## config.mk

```make
export PLATFORM = sky130hd
export DESIGN_NAME = kls_lerp
export DESIGN_NICKNAME = d
export VERILOG_FILES = /design/src/hdl/kls_pkg.sv /design/src/hdl/kls_lerp.sv
export SDC_FILE = /design/constraint.sdc
export NUM_CORES = 1
export LEC_CHECK = 0
export ABC_AREA = 1
export BUFFER_PORTS_ARGS = -buffer_cell sky130_fd_sc_hd__buf_4
export CORE_MARGIN = 1
export CORE_UTILIZATION = 56
export DETAILED_ROUTE_END_ITERATION = 10
export PLACE_DENSITY = 0.74
export SYNTH_ARGS = -nofsm -noshare
export SYNTH_HDL_FRONTEND = slang
export SYNTH_SLANG_ARGS = --single-unit
```

## constraint.sdc

```tcl
create_clock -name i_clk -period 23.3 [get_ports i_clk]
set_clock_uncertainty 0.15 [all_clocks]
set_input_delay 6.99 -clock i_clk [delete_from_list [all_inputs] [get_ports i_clk]]
set_output_delay 6.99 -clock i_clk [all_outputs]
set_load 0.02 [all_outputs]
```

## src/hdl/kls_pkg.sv

```systemverilog
`timescale 1ns / 1ps
// ----------------------------------------------------------------------------
// kls_pkg: shared types and constants of the keyframe linear sampler
// Table size, fraction width, item structs and the record that walks the
// row of key cells.
// ----------------------------------------------------------------------------
package kls_pkg;

    localparam int MAX_KEYS    = 64;
    localparam int FRAC_BITS   = 16;
    localparam int SPAN_MIN    = 7;
    localparam int SLOT_W      = $clog2(MAX_KEYS);
    localparam int CNT_W       = $clog2(MAX_KEYS + 1);
    localparam int QCNT_W      = $clog2(FRAC_BITS + 1);
    localparam int KEY_INDEX_W = 6;
    localparam int CFG_W       = 7;
    localparam int PROD_W      = 34 + FRAC_BITS;

    localparam logic CMD_LOAD   = 1'b0;
    localparam logic CMD_SAMPLE = 1'b1;

    typedef struct packed {
        logic signed [31:0] x;
        logic signed [31:0] y;
        logic signed [31:0] z;
    } t_kls_vec;

    typedef struct packed {
        logic [31:0] tstamp;
        t_kls_vec    val;
    } t_kls_key;

    // Search record handed from cell to cell.
    typedef struct packed {
        logic     vld;
        logic     found;
        logic     last_ge;
        t_kls_key prev;
        t_kls_key nxt;
        t_kls_vec last_v;
    } t_kls_walk;

    typedef struct packed {
        logic                   command;
        logic [KEY_INDEX_W-1:0] key_index;
        logic [31:0]            key_time;
        logic signed [31:0]     value_x;
        logic signed [31:0]     value_y;
        logic signed [31:0]     value_z;
        logic [31:0]            query_time;
    } t_kls_in;

    typedef struct packed {
        logic signed [31:0] out_x;
        logic signed [31:0] out_y;
        logic signed [31:0] out_z;
    } t_kls_out;

endpackage

```

## src/hdl/kls_lerp.sv

```systemverilog
`timescale 1ns / 1ps
// ----------------------------------------------------------------------------
// kls_lerp: one component of the linear blend
// Registers (b - a) * frac, then adds the floored product to a and saturates.
// ----------------------------------------------------------------------------
module kls_lerp (
    input  logic                          i_clk,
    input  logic                          i_load,
    input  logic signed [31:0]            i_a,
    input  logic signed [31:0]            i_b,
    input  logic [kls_pkg::FRAC_BITS-1:0] i_frac,
    output logic signed [31:0]            o_res
);
    import kls_pkg::*;

    logic signed [32:0]       diff;
    logic signed [PROD_W-1:0] w_prod;
    logic signed [PROD_W-1:0] r_prod;
    logic signed [31:0]       r_a;
    logic signed [33:0]       sum;

    always_comb begin
        diff   = $signed({i_b[31], i_b}) - $signed({i_a[31], i_a});
        w_prod = diff * $signed({1'b0, i_frac});
    end

    always_ff @(posedge i_clk) begin
        if (i_load) begin
            r_prod <= w_prod;
            r_a    <= i_a;
        end
    end

    // Dropping the low bits of a two's complement product rounds toward
    // minus infinity, which is the floor the blend needs.
    always_comb begin
        sum = $signed({{2{r_a[31]}}, r_a}) + $signed(r_prod[PROD_W-1:FRAC_BITS]);
        if (sum[33:31] == 3'b000 || sum[33:31] == 3'b111) begin
            o_res = sum[31:0];
        end else if (sum[33]) begin
            o_res = 32'sh8000_0000;
        end else begin
            o_res = 32'sh7FFF_FFFF;
        end
    end

endmodule

```

==> impl_metrics.env <==
export IMPL_status="finished clean"
export IMPL_rsz0062_at_grt="false"
export IMPL_hpwl_mm=71.20
export IMPL_drt_total_wl_mm=83.81
export IMPL_synthArstFlopShare_pct=0
export IMPL_core_mm2=0.04558
export IMPL_critPathArrivalTime_ns=15.23
export IMPL_drt_first_pass_iters=5
export IMPL_grt_overflow_total=0
export IMPL_syn_avg_cell_area_um2=7.562
export IMPL_tns_ns=0
export IMPL_ios=114
export IMPL_grt_pass1_vias=22980
export IMPL_routedWlPerCell_um=20.54
export IMPL_netlist_top_cells_area="fa_1, inv_1, nand2_1"
export IMPL_yosys_warnings=0
export IMPL_worstSetupEndpointType="flop"
export IMPL_synthDistinctLibCells=51
export IMPL_fillers=4318
export IMPL_synth_edf_count=66
export IMPL_cts_root_buf="clkbuf_16"
export IMPL_cpMostUsedCell="nand2_1"
export IMPL_grt_total_usage_pct=36.28
export IMPL_synth_area_mm2=0.02601
export IMPL_maxSlewViolCount=0
export IMPL_crit_fanout=11
export IMPL_final_hold_violation_count=0
export IMPL_slew_headroom_pct=4.859
export IMPL_hold_class="input pin to flop"
export IMPL_gp_congestion=1.170
export IMPL_start_util_pct=57.08
export IMPL_placement_rows=78
export IMPL_antenna_left=0
export IMPL_grt_pass1_wl_mm=129.2
export IMPL_via_per_inst=5.580
export IMPL_hold_buffers=0
export IMPL_antenna_found_initial=2
export IMPL_worstHoldStart="i_a[8]"
export IMPL_grt_start_max_net_pins=67
export IMPL_critPathKind="input pin to flop"
export IMPL_synthCells=3440
export IMPL_crit_slowest_cell="xor2_1"
export IMPL_cts_tree="built"
export IMPL_placement_io_buffers=113
export IMPL_hold_end="r_a[8]"
export IMPL_drive_gt1_share_pct=6.498
export IMPL_syn_nets=4207
export IMPL_critPathMaxStageDelay_ns=1.10
export IMPL_cp_required_ns=23.26
export IMPL_die_area_mm2=0.04732
export IMPL_nets=4241
export IMPL_yosysSeqAreaShare_pct=7.618
export IMPL_maxCapViolCount=0
export IMPL_cts_buffers=9
export IMPL_synth_ff_type="edfxtp_1"
export IMPL_post_cts_buffers=0
export IMPL_finalCritPeriodShare_pct=65.54
export IMPL_synth_top_cell_area_share_pct=38.71
export IMPL_die_x_um=217.5
export IMPL_synth_seq_cells=66
export IMPL_drt_initial_drc_count=2154
export IMPL_fmax_mhz=65.48
export IMPL_start_kind="input pin"
export IMPL_setup_violations=0
export IMPL_fin_crit_ns=15.27
export IMPL_dpl_worst_slack_ns=7.878
export IMPL_syn2layout_area_growth_pct=5.579
export IMPL_synth_top_cell_by_area="fa_1"
export IMPL_hold_path_depth=1
export IMPL_cts_num_sinks=66
export IMPL_route_detailed_drc=0
export IMPL_cts_max_level=3
export IMPL_cts_path_max_buffers=2
export IMPL_vias=22770
export IMPL_tightest_slew_ns=1.422
export IMPL_cts_clk_slew_worst_paths_ns=0.06
export IMPL_cts_resized_gates=0
export IMPL_die_h_um=217.5
export IMPL_setup_slack_ns=8.029
==> flip-flops by register name, indices dropped and copies added (netlist names) <==
register,cells
r_prod,34
r_a,32
==> metrics by stage <==
step           instance area [um^2]  hold slack, ns  std cells  utilization [%]
3_3_place_gp                  27140           7.028       4063            59.56
3_5_place_dp                  27140           7.031       4063            59.56
6_report                      27470           6.683       4080            60.26
4_1_cts                       27460           6.675       4078            60.25
2_1_floorplan                 26020           6.939       3440                -
5_1_grt                       27460           6.675       4078            60.25
==> kinds of logic after synthesis <==
kind of cell / Yosys count / synth area share (%)
xor+xnor: 56 / 1.986
compound gates: 237 / 5.132
buf+inv: 971 / 14.60
flops: 66 / 7.618
simple gates: 1425 / 23.20
fa+ha+maj: 685 / 47.46
==> layer usage <==
| metal | wire length, um | global-route usage (%) |
|---|---|---|
| met1 | 33660 | 48.80 |
| met2 | 38520 | 58.58 |
| met3 | 8152 | 6.430 |
| met4 | 3466 | 13.62 |
| met5 | 0 | 0 |
==> cells in the final DEF, fill, tap and decap left out, types with 33 or more instances in the layout <==
cell | Yosys | routed
fa_1 | 503 | 503
nand2_1 | 706 | 706
nand3_1 | 221 | 221
inv_1 | 861 | 861
nor2_1 | 367 | 367
o21ai_0 | 56 | 56
edfxtp_1 | 66 | 66
xor2_1 | 34 | 34
ha_1 | 182 | 182
nand2_2 | 33 | 33
a21oi_1 | 118 | 118
buf_4 | 3 | 118
==> critical path: cells and delay by family <==
kind | cells | cell delay [ns]
adder cells (fa/ha/maj) | 8 | 3.82
AND/OR/NAND/NOR | 13 | 2.30
XOR/XNOR | 2 | 1.46
buffers and inverters | 7 | 0.46
AO/OA/AOI/OAI | 1 | 0.19
==> Yosys cell counts, types with 2 or more instances <==
master    count
inv_1       861
nand2_1     706
fa_1        503
nor2_1      367
nand3_1     221
ha_1        182
a21oi_1     118
edfxtp_1     66
clkbuf_1     59
o21ai_0      56
xor2_1       34
nand2_2      33
buf_2        20
xnor2_1      20
o21bai_1     19
nor3_1       18
nand4_1      17
or2_2        15
a21o_1       11
buf_6        11
inv_2        11
nor4_1       11
a31oi_1       8
nor2_4        8
nand3_2       7
a21oi_2       5
nand3b_1      5
nor2_2        5
a21boi_0      4
and3_1        4
o211ai_1      4
o21ai_1       4
buf_4         3
clkinv_1      3
o21a_1        3
buf_12        2
nand2_4       2
==> area by class of cell <==
cell class | instances | area (um^2) | area share [%]
Antenna cell | 2 | 5.005 | 0.01822
Clock buffer | 9 | 225.2 | 0.8200
Clock inverter | 6 | 92.59 | 0.3371
Inverter | 876 | 3291 | 11.98
Multi-Input combinational cell | 2403 | 20230 | 73.67
Sequential cell | 66 | 1982 | 7.216
Tap cell | 600 | 750.7 | 2.733
Timing Repair Buffer | 118 | 885.9 | 3.225
==> worst max-delay path by stage <==
stage | slack, ns | endpoint | cells past startpoint | start
after global placement | 7.85 | r_prod[27] | 31 | i_b[6]
after CTS | 8.22 | r_prod[35] | 31 | i_b[6]
after floorplan | 9.61 | r_prod[47] | 33 | i_b[0]
after detailed placement | 7.88 | r_prod[35] | 33 | i_b[6]
after global routing | 7.73 | r_prod[27] | 30 | i_a[6]
final | 8.03 | r_prod[27] | 31 | i_b[6]
Power is not shown: default switching activity piles up to over one toggle a cycle in this logic, so the estimate is an artifact.
