$ cat config.mk
export PLATFORM = sky130hd
export DESIGN_NAME = kls_div
export DESIGN_NICKNAME = d
export VERILOG_FILES = /design/src/hdl/kls_pkg.sv /design/src/hdl/kls_div.sv
export SDC_FILE = /design/constraint.sdc
export NUM_CORES = 1
export LEC_CHECK = 0
export ABC_AREA = 1
export ABC_CLOCK_PERIOD_IN_PS = 1880
export BUFFER_PORTS_ARGS = -buffer_cell sky130_fd_sc_hd__buf_2
export CAP_MARGIN = 20
export CORE_MARGIN = 2
export CORE_UTILIZATION = 53
export CTS_CLUSTER_SIZE = 28
export DETAILED_ROUTE_END_ITERATION = 7
export PLACE_DENSITY = 0.77
export SETUP_SLACK_MARGIN = 0.1
export SYNTH_ARGS = -nofsm -noshare
export SYNTH_HDL_FRONTEND = slang
export SYNTH_SLANG_ARGS = --single-unit
$ cat constraint.sdc
create_clock -name i_clk -period 1.88 [get_ports i_clk]
set_input_delay 0.094 -clock i_clk [delete_from_list [all_inputs] [get_ports i_clk]]
set_output_delay 0.094 -clock i_clk [all_outputs]
set_load 0.05 [all_outputs]
$ cat src/hdl/kls_pkg.sv
`timescale 1ns / 1ps
// ----------------------------------------------------------------------------
// kls_pkg: shared types and constants of the keyframe linear sampler
// Table size, fraction width, item structs and the record that walks the
// row of key cells.
// ----------------------------------------------------------------------------
package kls_pkg;

    localparam int MAX_KEYS    = 64;
    localparam int FRAC_BITS   = 16;
    localparam int SPAN_MIN    = 7;
    localparam int SLOT_W      = $clog2(MAX_KEYS);
    localparam int CNT_W       = $clog2(MAX_KEYS + 1);
    localparam int QCNT_W      = $clog2(FRAC_BITS + 1);
    localparam int KEY_INDEX_W = 6;
    localparam int CFG_W       = 7;
    localparam int PROD_W      = 34 + FRAC_BITS;

    localparam logic CMD_LOAD   = 1'b0;
    localparam logic CMD_SAMPLE = 1'b1;

    typedef struct packed {
        logic signed [31:0] x;
        logic signed [31:0] y;
        logic signed [31:0] z;
    } t_kls_vec;

    typedef struct packed {
        logic [31:0] tstamp;
        t_kls_vec    val;
    } t_kls_key;

    // Search record handed from cell to cell.
    typedef struct packed {
        logic     vld;
        logic     found;
        logic     last_ge;
        t_kls_key prev;
        t_kls_key nxt;
        t_kls_vec last_v;
    } t_kls_walk;

    typedef struct packed {
        logic                   command;
        logic [KEY_INDEX_W-1:0] key_index;
        logic [31:0]            key_time;
        logic signed [31:0]     value_x;
        logic signed [31:0]     value_y;
        logic signed [31:0]     value_z;
        logic [31:0]            query_time;
    } t_kls_in;

    typedef struct packed {
        logic signed [31:0] out_x;
        logic signed [31:0] out_y;
        logic signed [31:0] out_z;
    } t_kls_out;

endpackage

$ cat src/hdl/kls_div.sv
`timescale 1ns / 1ps
// ----------------------------------------------------------------------------
// kls_div: restoring divider for the interpolation fraction
// Produces one fraction bit per cycle from a remainder below the divisor.
// ----------------------------------------------------------------------------
module kls_div (
    input  logic                          i_clk,
    input  logic                          i_rst_n,
    input  logic                          i_start,
    input  logic [31:0]                   i_num,
    input  logic [31:0]                   i_den,
    output logic                          o_done,
    output logic [kls_pkg::FRAC_BITS-1:0] o_quo
);
    import kls_pkg::*;

    logic              r_busy;
    logic              r_done;
    logic [QCNT_W-1:0] r_cnt;
    logic [31:0]       r_rem;
    logic [31:0]       r_den;
    logic [FRAC_BITS-1:0] r_quo;
    logic [32:0]       rem2;
    logic [32:0]       diff;
    logic              ge;

    always_comb begin
        rem2 = {r_rem, 1'b0};
        ge   = rem2 >= {1'b0, r_den};
        diff = rem2 - {1'b0, r_den};
    end

    always_ff @(posedge i_clk) begin
        if (!i_rst_n) begin
            r_busy <= 1'b0;
            r_done <= 1'b0;
            r_cnt  <= '0;
        end else begin
            r_done <= r_busy && !i_start && (r_cnt == QCNT_W'(1));
            if (i_start) begin
                r_busy <= 1'b1;
                r_cnt  <= QCNT_W'(FRAC_BITS);
            end else if (r_busy) begin
                r_cnt <= r_cnt - QCNT_W'(1);
                if (r_cnt == QCNT_W'(1)) begin
                    r_busy <= 1'b0;
                end
            end
        end
    end

    always_ff @(posedge i_clk) begin
        if (i_start) begin
            r_rem <= i_num;
            r_den <= i_den;
        end else if (r_busy) begin
            r_rem <= ge ? diff[31:0] : rem2[31:0];
            r_quo <= {r_quo[FRAC_BITS-2:0], ge};
        end
    end

    assign o_done = r_done;
    assign o_quo  = r_quo;

endmodule

==> impl_metrics.tcl <==
set metrics [dict create \
    outcome "finished, violations left" \
    violations "design-rule violations, negative setup slack" \
    synthesis.nets 974 \
    r2r_cells 15 \
    rr_endpoint "r_rem[26]" \
    rsz0062_at_grt "true" \
    ys_ff_latch 87 \
    synth_top_area_share_pct 37.98 \
    hold_violations 0 \
    root_buffer "clkbuf_16" \
    synth_cells 872 \
    initialDrtViolationCount 530 \
    hold-path-cell-count 3 \
    ys_types 40 \
    ys_seq_area_share_pct 40.20 \
    startpoint_type "register" \
    htreeDepth 3 \
    endpoint_kind "register" \
    drv_cap 0 \
    grt_max_degree 68 \
    core_area_sq_mm 0.01152 \
    initial_core_util_pct 54.92 \
    finClkSkew_ps 9.940 \
    fill_cells 718 \
    hpwl_um 12890 \
    vias_per_cell 5.078 \
    grt_usage_pct 30.50 \
    irDropWorstVdd_mv 0.7305 \
    port_buffers 83 \
    fin_ws_ps -373.0 \
    critical-path-top-delay-family "simple AND/OR/NAND/NOR gates" \
    dp_cells 1173 \
    syn-cell-area_sq_mm 0.006325 \
    final_cell_mix "nand2_1 (281), inv_1 (147), buf_4 (107), buf_2 (83), edfxtp_1 (80)" \
    required_ps 2000 \
    hold_class "input pin to register" \
    cp_max_fo 5 \
    drive_gt1_share_pct 34.90 \
    slowest_delay_ps 430 \
    path_clk_slew_ps 60 \
    clockBufferDepth 2 \
    syn_avg_cell_area_sq_um 7.253 \
    crit_top_cell "nand2_1" \
    holdPathEnd "r_rem[23]" \
    final_cells 1272 \
    dr_total_vias 6459 \
    num_rows 39 \
    final_max_slew_viol_count 0 \
    arrival_ps 2370 \
    power_density_mw_per_mm2 1021 \
    area_delta_synth_final_pct 49.99 \
    crit_cells 15 \
    fmax_mhz 443.8 \
    timing.final.crit_share_pct 119.8 \
    gp_congestion 0.9185 \
    setup.worst_path.class "register to register" \
    grt_first_pass_wirelength_um 30390 \
    fp.dieH_um 113.2 \
    wl_per_cell_um 15.60 \
    die_w_um 113.2 \
    crit_chain "ha_4 -> nand2_2 -> nand2_1 -> nand2_1 -> nand2_1 -> a21oi_2 -> nand2_4 -> nor2_8 -> buf_6 -> buf_6 -> nand3_1 -> nand2_1 -> inv_1 -> nand2_1 -> nand2_1" \
    cts_tree "built" \
    r2r_start "r_rem[25]" \
    critPathSlowestCell "edfxtp_1" \
    finalSetupViolCount 33 \
    ant_nets 0 \
    synth.area.top_cells "edfxtp_1 (38%), nand2_1 (20%), inv_1 (9.7%)" \
    grt_pass1_vias 6515 \
    clk_latency_ps 360 \
    n_antenna_cell 0 \
    utilization_pct 82.38 \
    timing.hold.ws_ps 9.457 \
    routed_wl_um 19840 \
    total_power_w 0.009686 \
    period_needed_ps 2253 \
    final_common_cell "nand2_1" \
    cts_sinks 87 \
    dieArea_sq_mm 0.01282 \
    cts_made_buffers 9 \
    antenna_found_initial 0 \
    num_io_pins 84 \
    drt-pass1-iter-count 8 \
    synth_area_leader_cell "edfxtp_1" \
    tightest_slew_ps 337.8 \
    min-delay-start "i_num[23]" \
    fin_nets 1226 \
    cp.buffers_inverters 3 \
    drc 3 \
    p_leak_nw 4.730 \
    regToRegSetupSlack_ps -370 \
    yosys_warnings 0 \
    slew_headroom_pct 77.48 \
    grt_overflow 0 \
]
[per-layer routing]
layer / part of all wire [%] / routed length, um / vias up / GRT usage, %
li1: - / - / 3233 / -
met1: 42 / 8240 / 2971 / 35.80
met2: 50 / 9888 / 205 / 54.25
met3: 5.5 / 1099 / 50 / 6.481
met4: 3.1 / 616 / 0 / 12.36
met5: 0 / 0 / - / 0
[synthesized netlist by cell type, drive strengths merged]
cell type / instances
o21bai: 2
ha: 34
nand3: 76
nor3: 4
xnor2: 13
buf: 12
dfxtp: 7
inv: 171
nand2: 343
a211oi: 1
nand3b: 25
o21a: 2
nand4: 9
nor2: 55
or2: 2
clkbuf: 4
fa: 1
and3: 1
a21oi: 17
o21ai: 1
and2: 5
nor4: 2
clkinv: 1
o211ai: 1
xor2: 2
edfxtp: 80
a31oi: 1
[worst min-delay path, delay by kind of cell]
family | cells | cell delay [ps]
and+or+nand+nor | 2 | 90
buffers and inverters | 1 | 80
[registers in the layout, indices dropped and copies added, names as in the netlist]
register	cells
o_done	1
o_quo	16
r_busy	1
r_cnt	5
r_den	32
r_rem	32
[how the worst max path moves through the flow]
stage                    from         to  slack [ps]
floorplan           r_rem[28]  r_rem[30]         -40
global placement    r_rem[15]  r_rem[28]        -330
detailed placement  r_rem[15]  r_rem[29]        -370
CTS                 r_rem[15]  r_rem[25]        -330
global route        r_rem[16]  r_rem[19]        -440
finish              r_rem[25]  r_rem[26]        -370
[through the flow]
stage / setup TNS (ps) / setup WS (ps) / cell area (sq um)
global route: -12970 / -441.4 / 9487
detailed placement: -10610 / -369.0 / 7939
finish: -10380 / -373.0 / 9487
global placement: -9012 / -325.6 / 7939
floorplan: -646.9 / -35.42 / 6738
CTS: -8747 / -327.2 / 9081
[logic make-up after synthesis]
kind of cell	synth area share, %
AO/OA/AOI/OAI	2.414
buffers and inverters	11.93
adder cells (fa/ha/maj)	7.043
AND/OR/NAND/NOR	36.34
flip-flops	40.20
XOR/XNOR	2.077
[repair_timing]
| item | 4_1_cts | 5_1_grt |
|---|---|---|
| endpoints found under the setup margin | 33 | 33 |
| cloned | 4 | 3 |
| pin swaps | 18 | 46 |
| gates resized for setup | 62 | 76 |
| buffers inserted | 15 | 12 |
| hold buffers | 49 | 0 |
| hold endpoints to repair | 50 | 0 |
[where the power goes]
part           switching (W)  total [W]  internal [W]
Sequential          0.000194    0.00262       0.00243
Combinational        0.00288    0.00535       0.00247
Clock               0.000815    0.00171      0.000896
[cell type report]
class / instances / area [sq um] / area share, %
clock inverter: 7 / 46.29 / 0.4880
inverter: 172 / 645.6 / 6.806
tap: 143 / 178.9 / 1.886
sequential: 87 / 2542 / 26.80
multi-input combinational: 600 / 3891 / 41.02
clock buffer: 9 / 225.2 / 2.374
timing repair buffer: 254 / 1957 / 20.63
Note: power is estimated with default switching activity, not from simulation.
