===== src/hdl/kls_pkg.sv =====
`timescale 1ns / 1ps
// ----------------------------------------------------------------------------
// kls_pkg: shared types and constants of the keyframe linear sampler
// Table size, fraction width, item structs and the record that walks the
// row of key cells.
// ----------------------------------------------------------------------------
package kls_pkg;

    localparam int MAX_KEYS    = 64;
    localparam int FRAC_BITS   = 16;
    localparam int SPAN_MIN    = 7;
    localparam int SLOT_W      = $clog2(MAX_KEYS);
    localparam int CNT_W       = $clog2(MAX_KEYS + 1);
    localparam int QCNT_W      = $clog2(FRAC_BITS + 1);
    localparam int KEY_INDEX_W = 6;
    localparam int CFG_W       = 7;
    localparam int PROD_W      = 34 + FRAC_BITS;

    localparam logic CMD_LOAD   = 1'b0;
    localparam logic CMD_SAMPLE = 1'b1;

    typedef struct packed {
        logic signed [31:0] x;
        logic signed [31:0] y;
        logic signed [31:0] z;
    } t_kls_vec;

    typedef struct packed {
        logic [31:0] tstamp;
        t_kls_vec    val;
    } t_kls_key;

    // Search record handed from cell to cell.
    typedef struct packed {
        logic     vld;
        logic     found;
        logic     last_ge;
        t_kls_key prev;
        t_kls_key nxt;
        t_kls_vec last_v;
    } t_kls_walk;

    typedef struct packed {
        logic                   command;
        logic [KEY_INDEX_W-1:0] key_index;
        logic [31:0]            key_time;
        logic signed [31:0]     value_x;
        logic signed [31:0]     value_y;
        logic signed [31:0]     value_z;
        logic [31:0]            query_time;
    } t_kls_in;

    typedef struct packed {
        logic signed [31:0] out_x;
        logic signed [31:0] out_y;
        logic signed [31:0] out_z;
    } t_kls_out;

endpackage


===== src/hdl/kls_cell.sv =====
`timescale 1ns / 1ps
// ----------------------------------------------------------------------------
// kls_cell: one keyframe slot of the search row
// Stores one key and updates the passing search record with it.
// ----------------------------------------------------------------------------
module kls_cell (
    input  logic                      i_clk,
    input  logic                      i_rst_n,
    input  logic [kls_pkg::SLOT_W-1:0] i_idx,
    input  logic                      i_we,
    input  kls_pkg::t_kls_key         i_key,
    input  logic [31:0]               i_q,
    input  logic [kls_pkg::CNT_W-1:0] i_n,
    input  kls_pkg::t_kls_walk        i_walk,
    output kls_pkg::t_kls_walk        o_walk
);
    import kls_pkg::*;

    t_kls_key  r_key;
    t_kls_walk r_walk;
    t_kls_walk n_walk;
    logic      in_use;
    logic      is_last;

    always_comb begin
        in_use  = CNT_W'(i_idx) < i_n;
        is_last = (CNT_W'(i_idx) + CNT_W'(1)) == i_n;
        n_walk  = i_walk;
        // The first key in use that lies after the query ends the search;
        // every key in use before it becomes the lower neighbor.
        if (in_use && !i_walk.found) begin
            if (r_key.tstamp > i_q) begin
                n_walk.found = 1'b1;
                n_walk.nxt   = r_key;
            end else begin
                n_walk.prev = r_key;
            end
        end
        if (is_last) begin
            n_walk.last_ge = i_q >= r_key.tstamp;
            n_walk.last_v  = r_key.val;
        end
    end

    always_ff @(posedge i_clk) begin
        if (i_we) begin
            r_key <= i_key;
        end
    end

    always_ff @(posedge i_clk) begin
        if (!i_rst_n) begin
            r_walk <= '0;
        end else begin
            r_walk <= n_walk;
        end
    end

    assign o_walk = r_walk;

endmodule


===== config.mk =====
export PLATFORM = sky130hd
export DESIGN_NAME = kls_cell
export DESIGN_NICKNAME = d
export VERILOG_FILES = /design/src/hdl/kls_pkg.sv /design/src/hdl/kls_cell.sv
export SDC_FILE = /design/constraint.sdc
export NUM_CORES = 1
export LEC_CHECK = 0
export ABC_AREA = 1
export BUFFER_PORTS_ARGS = -buffer_cell sky130_fd_sc_hd__buf_2
export CAP_MARGIN = 10
export CORE_AREA = 2 2 343 345
export DETAILED_ROUTE_END_ITERATION = 16
export DIE_AREA = 0 0 345 347
export PLACE_DENSITY = 0.42
export SLEW_MARGIN = 15
export SYNTH_ARGS = -nofsm -noshare
export SYNTH_HDL_FRONTEND = slang
export SYNTH_SLANG_ARGS = --single-unit

===== constraint.sdc =====
create_clock -name i_clk -period 2.1 [get_ports i_clk]
set_clock_uncertainty 0.2 [all_clocks]
set_input_delay 0.42 -clock i_clk [delete_from_list [all_inputs] [get_ports i_clk]]
set_output_delay 0.42 -clock i_clk [all_outputs]
set_load 0.01 [all_outputs]

==> flow_summary.yaml, run 1 <==
final_layout:
  area_growth_pct: 93.35
  fillerInstances: 12230
  leading_cell_type_in_the_layout_fill_and_taps_excluded: "sky130_fd_sc_hd__buf_2"
  post_layout_nonfiller_instances: 5516
  design_area_sq_um: 37230
  share_of_cells_above_drive_strength_1_pct: 42.25
  nNetsFinal: 4503
  final_cell_mix: "sky130_fd_sc_hd__buf_2, sky130_fd_sc_hd__dlygate4sd3_1, sky130_fd_sc_hd__inv_1, sky130_fd_sc_hd__dfxtp_1, sky130_fd_sc_hd__nand2_1"
sta:
  total_neg_setup_slack_ps: -139940
  finalCritPeriodShare_pct: 130.9
  unrepaired_setup_endpoints_after_global_routing: "true"
  timing.fmax_ghz: 0.3638
  hold_viol_final: 0
  post-route-worst-setup-slack_ps: -649.1
  final_max_slew_viol_count: 0
  timing.final.crit_period_ps: 2749
  setup_viol_count_final: 258
  worst-slew-pin-transition_ps: 609.9
  slew_headroom_pct: 59.34
  whs_ps: 88.22
floorplan:
  core.rowCount: 125
  fp.dieW_microns: 345
  die-height_microns: 347
  ios: 886
  initial_utilization_pct: 16.64
  dieArea_sq_um: 119700
  core_area_sq_um: 115700
yosys:
  synth_simple_gate_area_share_pct: 19.92
  muxShareOfSynthArea_pct: 0
  syn_inst: 2369
  synth-seq-cells: 483
  ys_seq_area_share_pct: 56.86
  distinct_cell_type_count_after_synthesis: 25
  mapped_nets: 2939
  yosys.area.top_type: "sky130_fd_sc_hd__dfxtp_1"
  synth_top_cell_area_share_pct: 36.90
  synthAdderAreaFrac_pct: 2.534
  ys_warn_count: 0
  synth.avg_cell_area_sq_um: 8.129
  synth_compound_gate_area_share_pct: 9.083
  largest_family_of_logic_cells_by_synthesized_area: "simple AND/OR/NAND/NOR gates"
  post_synth_main_area_contributors: "sky130_fd_sc_hd__dfxtp_1, sky130_fd_sc_hd__edfxtp_1, sky130_fd_sc_hd__nand2_1, sky130_fd_sc_hd__nor2_1, sky130_fd_sc_hd__inv_1"
  syn-cell-area_sq_um: 19260
  synth-xor-area-share_pct: 0.3184
place:
  place.gp.congestion: 0.9269
  placed_cells_incl_taps: 4843
  portbufs: 885
  postPlaceCellArea_sq_um: 26880
  detailedPlacementHpwl_microns: 74010
cts:
  clock_latency_ps: 640
  ctsHtreeMaxLevel: 2
  clk_transition_reported_paths_ps: 60
  clock_tree_from_tritoncts: "yes"
  cts.sinks: 483
  clock_path_buffers: 3
  number_of_clock_buffers_inserted_by_tritoncts: 61
  ctsRootBufferMaster: "sky130_fd_sc_hd__clkbuf_16"
outcome:
  run_status: "complete, but fails checks"
  failed_checks: "setup timing"
detailed_routing:
  dr.first_iter.drc_count: 1160
  route.detailed.vias_per_inst: 3.907
  vias: 21550
  postRouteAntennaNets: 0
  routed_wirelength_microns: 105300
  dr.pass1.iters: 5
  routedWlPerCell_microns: 19.09
  drc_errors: 0
pwr:
  leakagePower_nw: 18.33
  power_density_nw_per_um2: 767.2
  vdd_ir_drop_max_uv: 642.8
global_routing:
  grt_pass1_vias: 22490
  grt_util_all_layers_pct: 16.68
  grt_total_ovfl: 0
  grt_antenna_before_repair: 16
  grt_pass1_wl_microns: 148100
  largest_net_degree_at_the_start_of_global_routing: 52
worst_setup_path:
  setup.worst_path.end_class: "register"
  crit_arrival_ps: 3090
  critPathKind: "reg2reg"
  required_ps: 2440
  critical_path_peak_fanout: 7
  worst_setup_path_start_kind: "register"
hold_path:
  class_of_the_tightest_hold_or_removal_check: "in2reg"
job:
  max_cap_violations: 0
-- state kept, by name, summed over array words and instances (netlist names) --
signal,flops
o_walk,355
r_key,128
-- critical path: stages, from the launching register on --
cell and delay, ps:
sky130_fd_sc_hd__edfxtp_1 500, sky130_fd_sc_hd__inv_2 100, sky130_fd_sc_hd__ha_4 280, sky130_fd_sc_hd__nand4_1 160
sky130_fd_sc_hd__nor3_4 240, sky130_fd_sc_hd__nand3_2 140, sky130_fd_sc_hd__inv_4 100, sky130_fd_sc_hd__nand2_8 70
sky130_fd_sc_hd__nand3_4 90, sky130_fd_sc_hd__buf_12 180, sky130_fd_sc_hd__buf_12 120, sky130_fd_sc_hd__buf_16 160
sky130_fd_sc_hd__buf_8 130, sky130_fd_sc_hd__nand2_1 50, sky130_fd_sc_hd__nand2_1 50, sky130_fd_sc_hd__nor2_1 40
-- synth_stat cells --
cell type                  count
sky130_fd_sc_hd__nand2_2       1
sky130_fd_sc_hd__dfxtp_1     355
sky130_fd_sc_hd__xor2_1        3
sky130_fd_sc_hd__nor2_2        1
sky130_fd_sc_hd__nand4_1       2
sky130_fd_sc_hd__o21ai_1      16
sky130_fd_sc_hd__nand3_2       2
sky130_fd_sc_hd__nand2_1     427
sky130_fd_sc_hd__clkinv_1      1
sky130_fd_sc_hd__a21oi_1     243
sky130_fd_sc_hd__o21a_1        2
sky130_fd_sc_hd__xnor2_1       4
sky130_fd_sc_hd__nor2_1      399
sky130_fd_sc_hd__o21ai_0      86
sky130_fd_sc_hd__buf_6        11
sky130_fd_sc_hd__ha_1         39
sky130_fd_sc_hd__nand3_1     136
sky130_fd_sc_hd__buf_4         8
sky130_fd_sc_hd__clkbuf_1     35
sky130_fd_sc_hd__edfxtp_1    128
sky130_fd_sc_hd__nor3_2        1
sky130_fd_sc_hd__buf_1        13
sky130_fd_sc_hd__inv_1       378
sky130_fd_sc_hd__buf_2        77
sky130_fd_sc_hd__a21o_1        1
-- power by group --
part / total, mW / internal (mW) / switching (mW) / leakage [nW]
Sequential: 10.8 / 10.4 / 0.480 / 4.22
Clock: 10.8 / 6.39 / 4.45 / 0.992
Combinational: 6.88 / 3.36 / 3.52 / 13.1
Total: 28.6 / 20.1 / 8.45 / 18.3
-- stage by stage --
stage / utilization [%] / total power, mW / setup slack, ps
2_1_floorplan: - / 12.80 / -13.61
3_3_place_gp: 23.22 / 15.45 / -782.4
3_5_place_dp: 23.22 / 15.45 / -758.1
4_1_cts: 31.17 / 28.54 / -676.4
5_1_grt: 32.17 / 29.84 / -759.3
6_report: 32.17 / 28.56 / -649.1
-- path summary, 6_finish.rpt --
path	from	cells after the start	slack [ps]	end
worst min-delay path	i_walk[195]	5	90	o_walk[195]
worst min register to register	r_key[127]	2	310	o_walk[223]
worst max-delay path	r_key[123]	15	-650	o_walk[138]
worst max register to register	r_key[123]	15	-650	o_walk[138]
-- layer usage --
| layer | track usage [%] | share of wire [%] |
|---|---|---|
| met5 | 0 | 0.051 |
| met4 | 6.230 | 3.7 |
| met3 | 3.220 | 5.4 |
| met2 | 29.77 | 50 |
| met1 | 19.73 | 41 |
-- cells by family after synthesis --
kind of cell / Yosys count
AOI/OAI and AO/OA: 348
xor gates and xnor gates: 7
DFF: 483
buffers and inverters: 523
and+or+nand+nor: 969
adders and majority gates: 39
-- final cells by class --
cell class                      instances  area [sq um]  area share [%]
Timing Repair Buffer                 1644         12840           34.49
Sequential cell                       483         10950           29.41
Multi-Input combinational cell       1364          8071           21.68
Tap cell                             1524          1907           5.121
Clock buffer                           89          1757           4.718
Inverter                              379          1425           3.827
Clock inverter                         27         266.5          0.7158
Antenna cell                            6         15.01         0.04032
-- repair_timing --
item	in CTS	in global routing
endpoints found under the hold margin	485	0
hold buffers	484	0
setup endpoints to repair	259	260
resized for setup	326	336
gates cloned	31	6
pin swaps	43	67
buffers inserted	36	14
No activity file was read; power rests on OpenSTA's default activity.
==> inputs of run 2 (changes only) <==
Settings changed: MAX_ROUTING_LAYER set to met4.
==> run 2 against run 1 <==
Net effect: utilization is 1.4 points lower; via count is 1.1% lower; the flow still finishes with violations (setup timing); sequential cell count stayed put; sequential power hardly changed; sequential share of layout area is 1.3 points higher; setup slack better by 170 ps; combinational power is 10% lower; largest power group unchanged; global-route usage is 0.34 points lower; non-clock buffer count is 39 lower; critical path type unchanged; routed wire length is 4.5% lower; fmax is 6.4% higher; power is 3.3% lower.
==> flow_summary.yaml, run 2 (synthesized netlist as in run 1, its figures left out) <==
outcome:
  run_status: "complete, but fails checks"
  failed_checks: "setup timing"
worst_setup_path:
  worst_setup_path_start_kind: "register"
  critical_path_peak_fanout: 9
  reg2reg_setup_slack_ps: -480
  critPathKind: "reg2reg"
  crit_arrival_ps: 2940
  required_ps: 2460
  setup.worst_path.end_class: "register"
floorplan:
  ios: 886
  dieArea_sq_um: 119700
  initial_utilization_pct: 16.64
  fp.dieW_microns: 345
  die-height_microns: 347
  core_area_sq_um: 115700
  core.rowCount: 125
global_routing:
  grt_pass1_wl_microns: 141200
  grt_antenna_before_repair: 16
  grt_util_all_layers_pct: 16.35
  grt_pass1_vias: 22020
  grt_total_ovfl: 0
  largest_net_degree_at_the_start_of_global_routing: 42
cts:
  clk_transition_reported_paths_ps: 70
  ctsRootBufferMaster: "sky130_fd_sc_hd__clkbuf_16"
  clock_latency_ps: 650
  cts.sinks: 483
  clock_path_buffers: 3
  ctsHtreeMaxLevel: 2
  clock_tree_from_tritoncts: "yes"
  number_of_clock_buffers_inserted_by_tritoncts: 61
sta:
  worst-slew-pin-transition_ps: 631.1
  total_neg_setup_slack_ps: -93860
  slew_headroom_pct: 57.93
  finalCritPeriodShare_pct: 123.0
  timing.fmax_ghz: 0.3872
  setup_viol_count_final: 258
  hold_viol_final: 0
  unrepaired_setup_endpoints_after_global_routing: "true"
  post-route-worst-setup-slack_ps: -482.8
  final_max_slew_viol_count: 0
  timing.final.crit_period_ps: 2583
pwr:
  overall_power_consumption_mw: 27.63
  total_switching_power_mw: 8.098
  power_density_nw_per_um2: 775.1
  sequentialPowerShare_pct: 39.1
  vdd_ir_drop_max_uv: 622.7
  intPower_mw: 19.53
  leakagePower_nw: 17.88
  comb_power_share_pct: 22.4
  sw_frac_of_total_pct: 29.31
  clock_power_share_pct: 38.5
detailed_routing:
  dr.first_iter.drc_count: 986
  dr.pass1.iters: 7
  route.detailed.vias_per_inst: 3.891
  drc_errors: 0
  vias: 21320
  routed_wirelength_microns: 100500
  postRouteAntennaNets: 0
  routedWlPerCell_microns: 18.35
hold_path:
  class_of_the_tightest_hold_or_removal_check: "in2reg"
final_layout:
  share_of_cells_above_drive_strength_1_pct: 37.08
  area_growth_pct: 85.10
  leading_cell_type_in_the_layout_fill_and_taps_excluded: "sky130_fd_sc_hd__buf_2"
  layout.area.seq_sq_um: 10950
  largest_register_ffs: 355
  nNetsFinal: 4463
  fillerInstances: 12360
  multi_input_area_sq_um: 7233
  final_cell_mix: "sky130_fd_sc_hd__buf_2, sky130_fd_sc_hd__dlygate4sd3_1, sky130_fd_sc_hd__nand2_1, sky130_fd_sc_hd__inv_1, sky130_fd_sc_hd__dfxtp_1"
place:
  place.gp.congestion: 0.9513
  portbufs: 885
  detailedPlacementHpwl_microns: 74280
job:
  max_cap_violations: 0
## run 2: cell types whose count changed in the layout (fill, tap and decap cells not counted), moves of 20 or more
cell and change:
sky130_fd_sc_hd__nand2_1 +97, sky130_fd_sc_hd__nand2_2 -65, sky130_fd_sc_hd__buf_8 -20, sky130_fd_sc_hd__nand3_1 +51
sky130_fd_sc_hd__a21oi_1 -21, sky130_fd_sc_hd__nor2_2 -53, sky130_fd_sc_hd__nand2_4 -31, sky130_fd_sc_hd__nor2_1 +83
sky130_fd_sc_hd__nand3_2 -48, sky130_fd_sc_hd__nor2_4 -30
## run 2: through the flow
step	std cells	cell area [sq um]	hold slack [ps]	util (%)	setup slack [ps]
after global placement	4832	26810	290.5	23.16	-811.5
after floorplan	2369	19270	273.7	-	-13.61
after detailed placement	4832	26810	308.0	23.16	-824.9
final	5480	35640	2.003	30.80	-482.8
after global routing	5480	35640	31.93	30.80	-604.7
after CTS	5451	34890	2.381	30.14	-508.4
## run 2: layout make-up
class                   count  share of cell area [%]
diodes                     11                 0.07723
clock buffers              93                   5.286
clock inverters            22                  0.4177
inverters                 379                   3.995
multi-input cells        1363                   20.29
flip-flops and latches    483                   30.72
well taps                1524                   5.350
repair buffers           1605                   33.86
## run 2: path summary, 6_finish.rpt
| kind | to | depth (start not counted) | startpoint |
|---|---|---|---|
| setup / recovery | o_walk[322] | 14 | r_key[126] |
| hold / removal | o_walk[99] | 5 | i_walk[99] |
| setup reg to reg | o_walk[322] | 14 | r_key[126] |
| hold reg to reg | o_walk[204] | 2 | r_key[108] |
## run 2: timing repair
action                                 CTS  global route
resized for setup                      213           133
endpoints found under the hold margin  498             0
hold buffers                           483             0
buffers inserted                        12            14
setup endpoints to repair              258           258
cloned                                  12             6
pin swaps                               20            34
## run 2: worst max-delay path: stages (launching register included)
cell	delay (ps)
sky130_fd_sc_hd__edfxtp_1	480
sky130_fd_sc_hd__inv_2	90
sky130_fd_sc_hd__ha_4	270
sky130_fd_sc_hd__nand2_4	50
sky130_fd_sc_hd__nor3_4	260
sky130_fd_sc_hd__nand3_2	130
sky130_fd_sc_hd__clkinv_2	70
sky130_fd_sc_hd__nand2_4	80
sky130_fd_sc_hd__nand2_8	90
sky130_fd_sc_hd__buf_4	170
sky130_fd_sc_hd__bufbuf_16	300
sky130_fd_sc_hd__nand3_1	70
sky130_fd_sc_hd__nand2_1	60
sky130_fd_sc_hd__nor2_1	40
sky130_fd_sc_hd__buf_4	130
## run 2: power groups by stage
| stage | registers (mW) | logic [mW] | clock network, mW |
|---|---|---|---|
| floorplan | 11.1 | 1.70 | 0 |
| global placement | 11.0 | 4.44 | 0 |
| detailed placement | 11.0 | 4.44 | 0 |
| CTS | 10.8 | 5.89 | 11.0 |
| global route | 10.9 | 6.68 | 11.4 |
| finish | 10.8 | 6.19 | 10.6 |
## run 2: per-layer routing
layer / track usage (%) / wire [microns] / vias up
met2: 27.97 / 49690 / 744
li1: - / - / 10430
met3: 3.000 / 5525 / 194
met1: 18.99 / 41590 / 9955
met4: 6.221 / 3740 / 0
met5: - / 0 / -
==> inputs of run 3 (changes only) <==
Clock period 2.1 ns to 2.2 ns, I/O delays scaled along.
==> run 3 against run 2 <==
Net effect: the flow still finishes with violations (setup timing); critical path depth up 2; largest cell class unchanged; via count up 0.37%; highest routed layer unchanged; sequential cell count unchanged; clock power down 4%; critical endpoint is now o_walk[264]; register-to-register slack better by 50 ps; power down 1.3%; largest power group unchanged; die area unchanged; sequential power down 5%; hold slack better by 58 ps; setup slack better by 51 ps; routed wire length up 0.43%; global-route usage up 0.22 points.
==> flow_summary.yaml, run 3 (synthesized netlist as in run 1, its figures left out) <==
detailed_routing:
  dr.pass1.iters: 6
  routed_wirelength_microns: 101000
  dr.first_iter.drc_count: 1017
  postRouteAntennaNets: 0
  vias: 21400
  routedWlPerCell_microns: 18.18
  drc_errors: 0
  route.detailed.vias_per_inst: 3.853
outcome:
  run_status: "complete, but fails checks"
  failed_checks: "setup timing"
cts:
  clk_transition_reported_paths_ps: 60
  clock_tree_from_tritoncts: "yes"
  ctsRootBufferMaster: "sky130_fd_sc_hd__clkbuf_16"
  clock_latency_ps: 650
  clock_path_buffers: 3
  ctsHtreeMaxLevel: 2
  number_of_clock_buffers_inserted_by_tritoncts: 60
  cts.sinks: 483
worst_setup_path:
  critical_path.top_delay_family: "buffers and inverters"
  critical_path_peak_fanout: 9
  worst_setup_path_start_kind: "register"
  critical_path.max_stage_delay_ps: 420
  required_ps: 2520
  critPathKind: "reg2reg"
  crit_arrival_ps: 2960
  cp_slowest_cell: "sky130_fd_sc_hd__edfxtp_1"
  setup.worst_path.end_class: "register"
  critical_path.n_buffers_inverters: 5
  crit_path_cell_trace: "inv_2 -> ha_1 -> a21oi_1 -> nor2_1 -> nor2_1 -> nand2_1 -> nand2_1 -> nand2_2 -> nand2_4 -> buf_6 -> nand2_8 -> buf_12 -> clkbuf_16 -> clkbuf_16 -> a21oi_2 -> nor2_1"
  cp_common_cell: "sky130_fd_sc_hd__nor2_1"
floorplan:
  core_area_sq_um: 115700
  die-height_microns: 347
  initial_utilization_pct: 16.64
  ios: 886
  fp.dieW_microns: 345
  core.rowCount: 125
  dieArea_sq_um: 119700
global_routing:
  grt_util_all_layers_pct: 16.56
  grt_pass1_wl_microns: 143200
  largest_net_degree_at_the_start_of_global_routing: 67
  grt_total_ovfl: 0
  grt_antenna_before_repair: 13
  grt_pass1_vias: 22340
final_layout:
  leading_cell_type_in_the_layout_fill_and_taps_excluded: "sky130_fd_sc_hd__buf_2"
  design_area_sq_um: 37680
  area_growth_pct: 95.69
  nNetsFinal: 4536
  share_of_cells_above_drive_strength_1_pct: 43.48
  final_cell_mix: "sky130_fd_sc_hd__buf_2, sky130_fd_sc_hd__dlygate4sd3_1, sky130_fd_sc_hd__inv_1, sky130_fd_sc_hd__dfxtp_1, sky130_fd_sc_hd__nand2_1"
  largest_register_ffs: 355
  post_layout_nonfiller_instances: 5554
place:
  portbufs: 885
  place.gp.congestion: 0.9354
  postPlaceCellArea_sq_um: 26870
  placed_cells_incl_taps: 4847
  detailedPlacementHpwl_microns: 72420
pwr:
  leakagePower_nw: 18.52
  vdd_ir_drop_max_uv: 526.8
  power_density_nw_per_um2: 723.4
sta:
  hold_viol_final: 0
  worst-slew-pin-transition_ps: 635.1
  finalCritPeriodShare_pct: 119.6
  whs_ps: 59.88
  total_neg_setup_slack_ps: -86470
  timing.fmax_ghz: 0.3800
  setup_viol_count_final: 258
  final_max_slew_viol_count: 0
  unrepaired_setup_endpoints_after_global_routing: "true"
  timing.final.crit_period_ps: 2632
  post-route-worst-setup-slack_ps: -431.8
  slew_headroom_pct: 57.66
hold_path:
  class_of_the_tightest_hold_or_removal_check: "in2reg"
job:
  max_cap_violations: 0
[run 3: cell count changes in the layout (fill, tap and decap cells not counted), moves of 24 or more]
cell,delta
sky130_fd_sc_hd__nand2_1,-72
sky130_fd_sc_hd__nand2_2,+53
sky130_fd_sc_hd__nor2_2,+42
sky130_fd_sc_hd__nor2_1,-66
sky130_fd_sc_hd__nand3_1,-39
sky130_fd_sc_hd__nand3_2,+40
sky130_fd_sc_hd__nor2_4,+24
sky130_fd_sc_hd__a21oi_2,+24
[run 3: layer usage]
layer	global-route usage [%]	vias to the layer above	share of wire [%]
met1	18.48	9961	40
met5	-	-	0
li1	-	10590	-
met2	28.92	654	51
met3	3.327	193	5.2
met4	6.633	0	4.1
[run 3: worst paths after layout]
check,slack (ps),endpoint,from,cells past startpoint
hold / removal,60,o_walk[145],i_walk[145],5
setup / recovery,-430,o_walk[264],r_key[101],16
hold reg to reg,290,o_walk[201],r_key[105],2
setup reg to reg,-430,o_walk[264],r_key[101],16
[run 3: per-stage QoR]
step | worst slack [ps] | utilization [%] | power [mW]
after floorplan | 22.24 | - | 12.22
after global placement | -691.8 | 23.22 | 14.69
after detailed placement | -693.3 | 23.22 | 14.68
after CTS | -460.1 | 31.68 | 27.31
after global routing | -557.6 | 32.56 | 28.48
final | -431.8 | 32.56 | 27.26
[run 3: area by class of cell]
class                   count  area (sq um)
diodes                     12         30.03
clock buffers              95          1887
clock inverters            19         152.6
fillers                 12160         78050
inverters                 379          1424
multi-input cells        1363          8125
flip-flops and latches    483         10950
well taps                1524          1907
repair buffers           1679         13210
[run 3: report_power, final]
group / internal (mW) / switching (mW)
clock: 6.00 / 4.22
combinational: 3.38 / 3.35
sequential: 9.90 / 0.423
[run 3: tightest hold or removal path, stage by stage]
cell                      delay [ps]
sky130_fd_sc_hd__buf_2           120
sky130_fd_sc_hd__inv_1            70
sky130_fd_sc_hd__nand2_2          70
sky130_fd_sc_hd__nand2_2         100
sky130_fd_sc_hd__nor2_1           50
[run 3: repair_timing]
action                                 4_1_cts  5_1_grt
buffers inserted                            60       20
setup endpoints to repair                  258      258
hold buffers                               482        0
cloned                                      29        6
endpoints found under the hold margin      481        0
pin swaps                                   86       80
gates resized for setup                    434      253
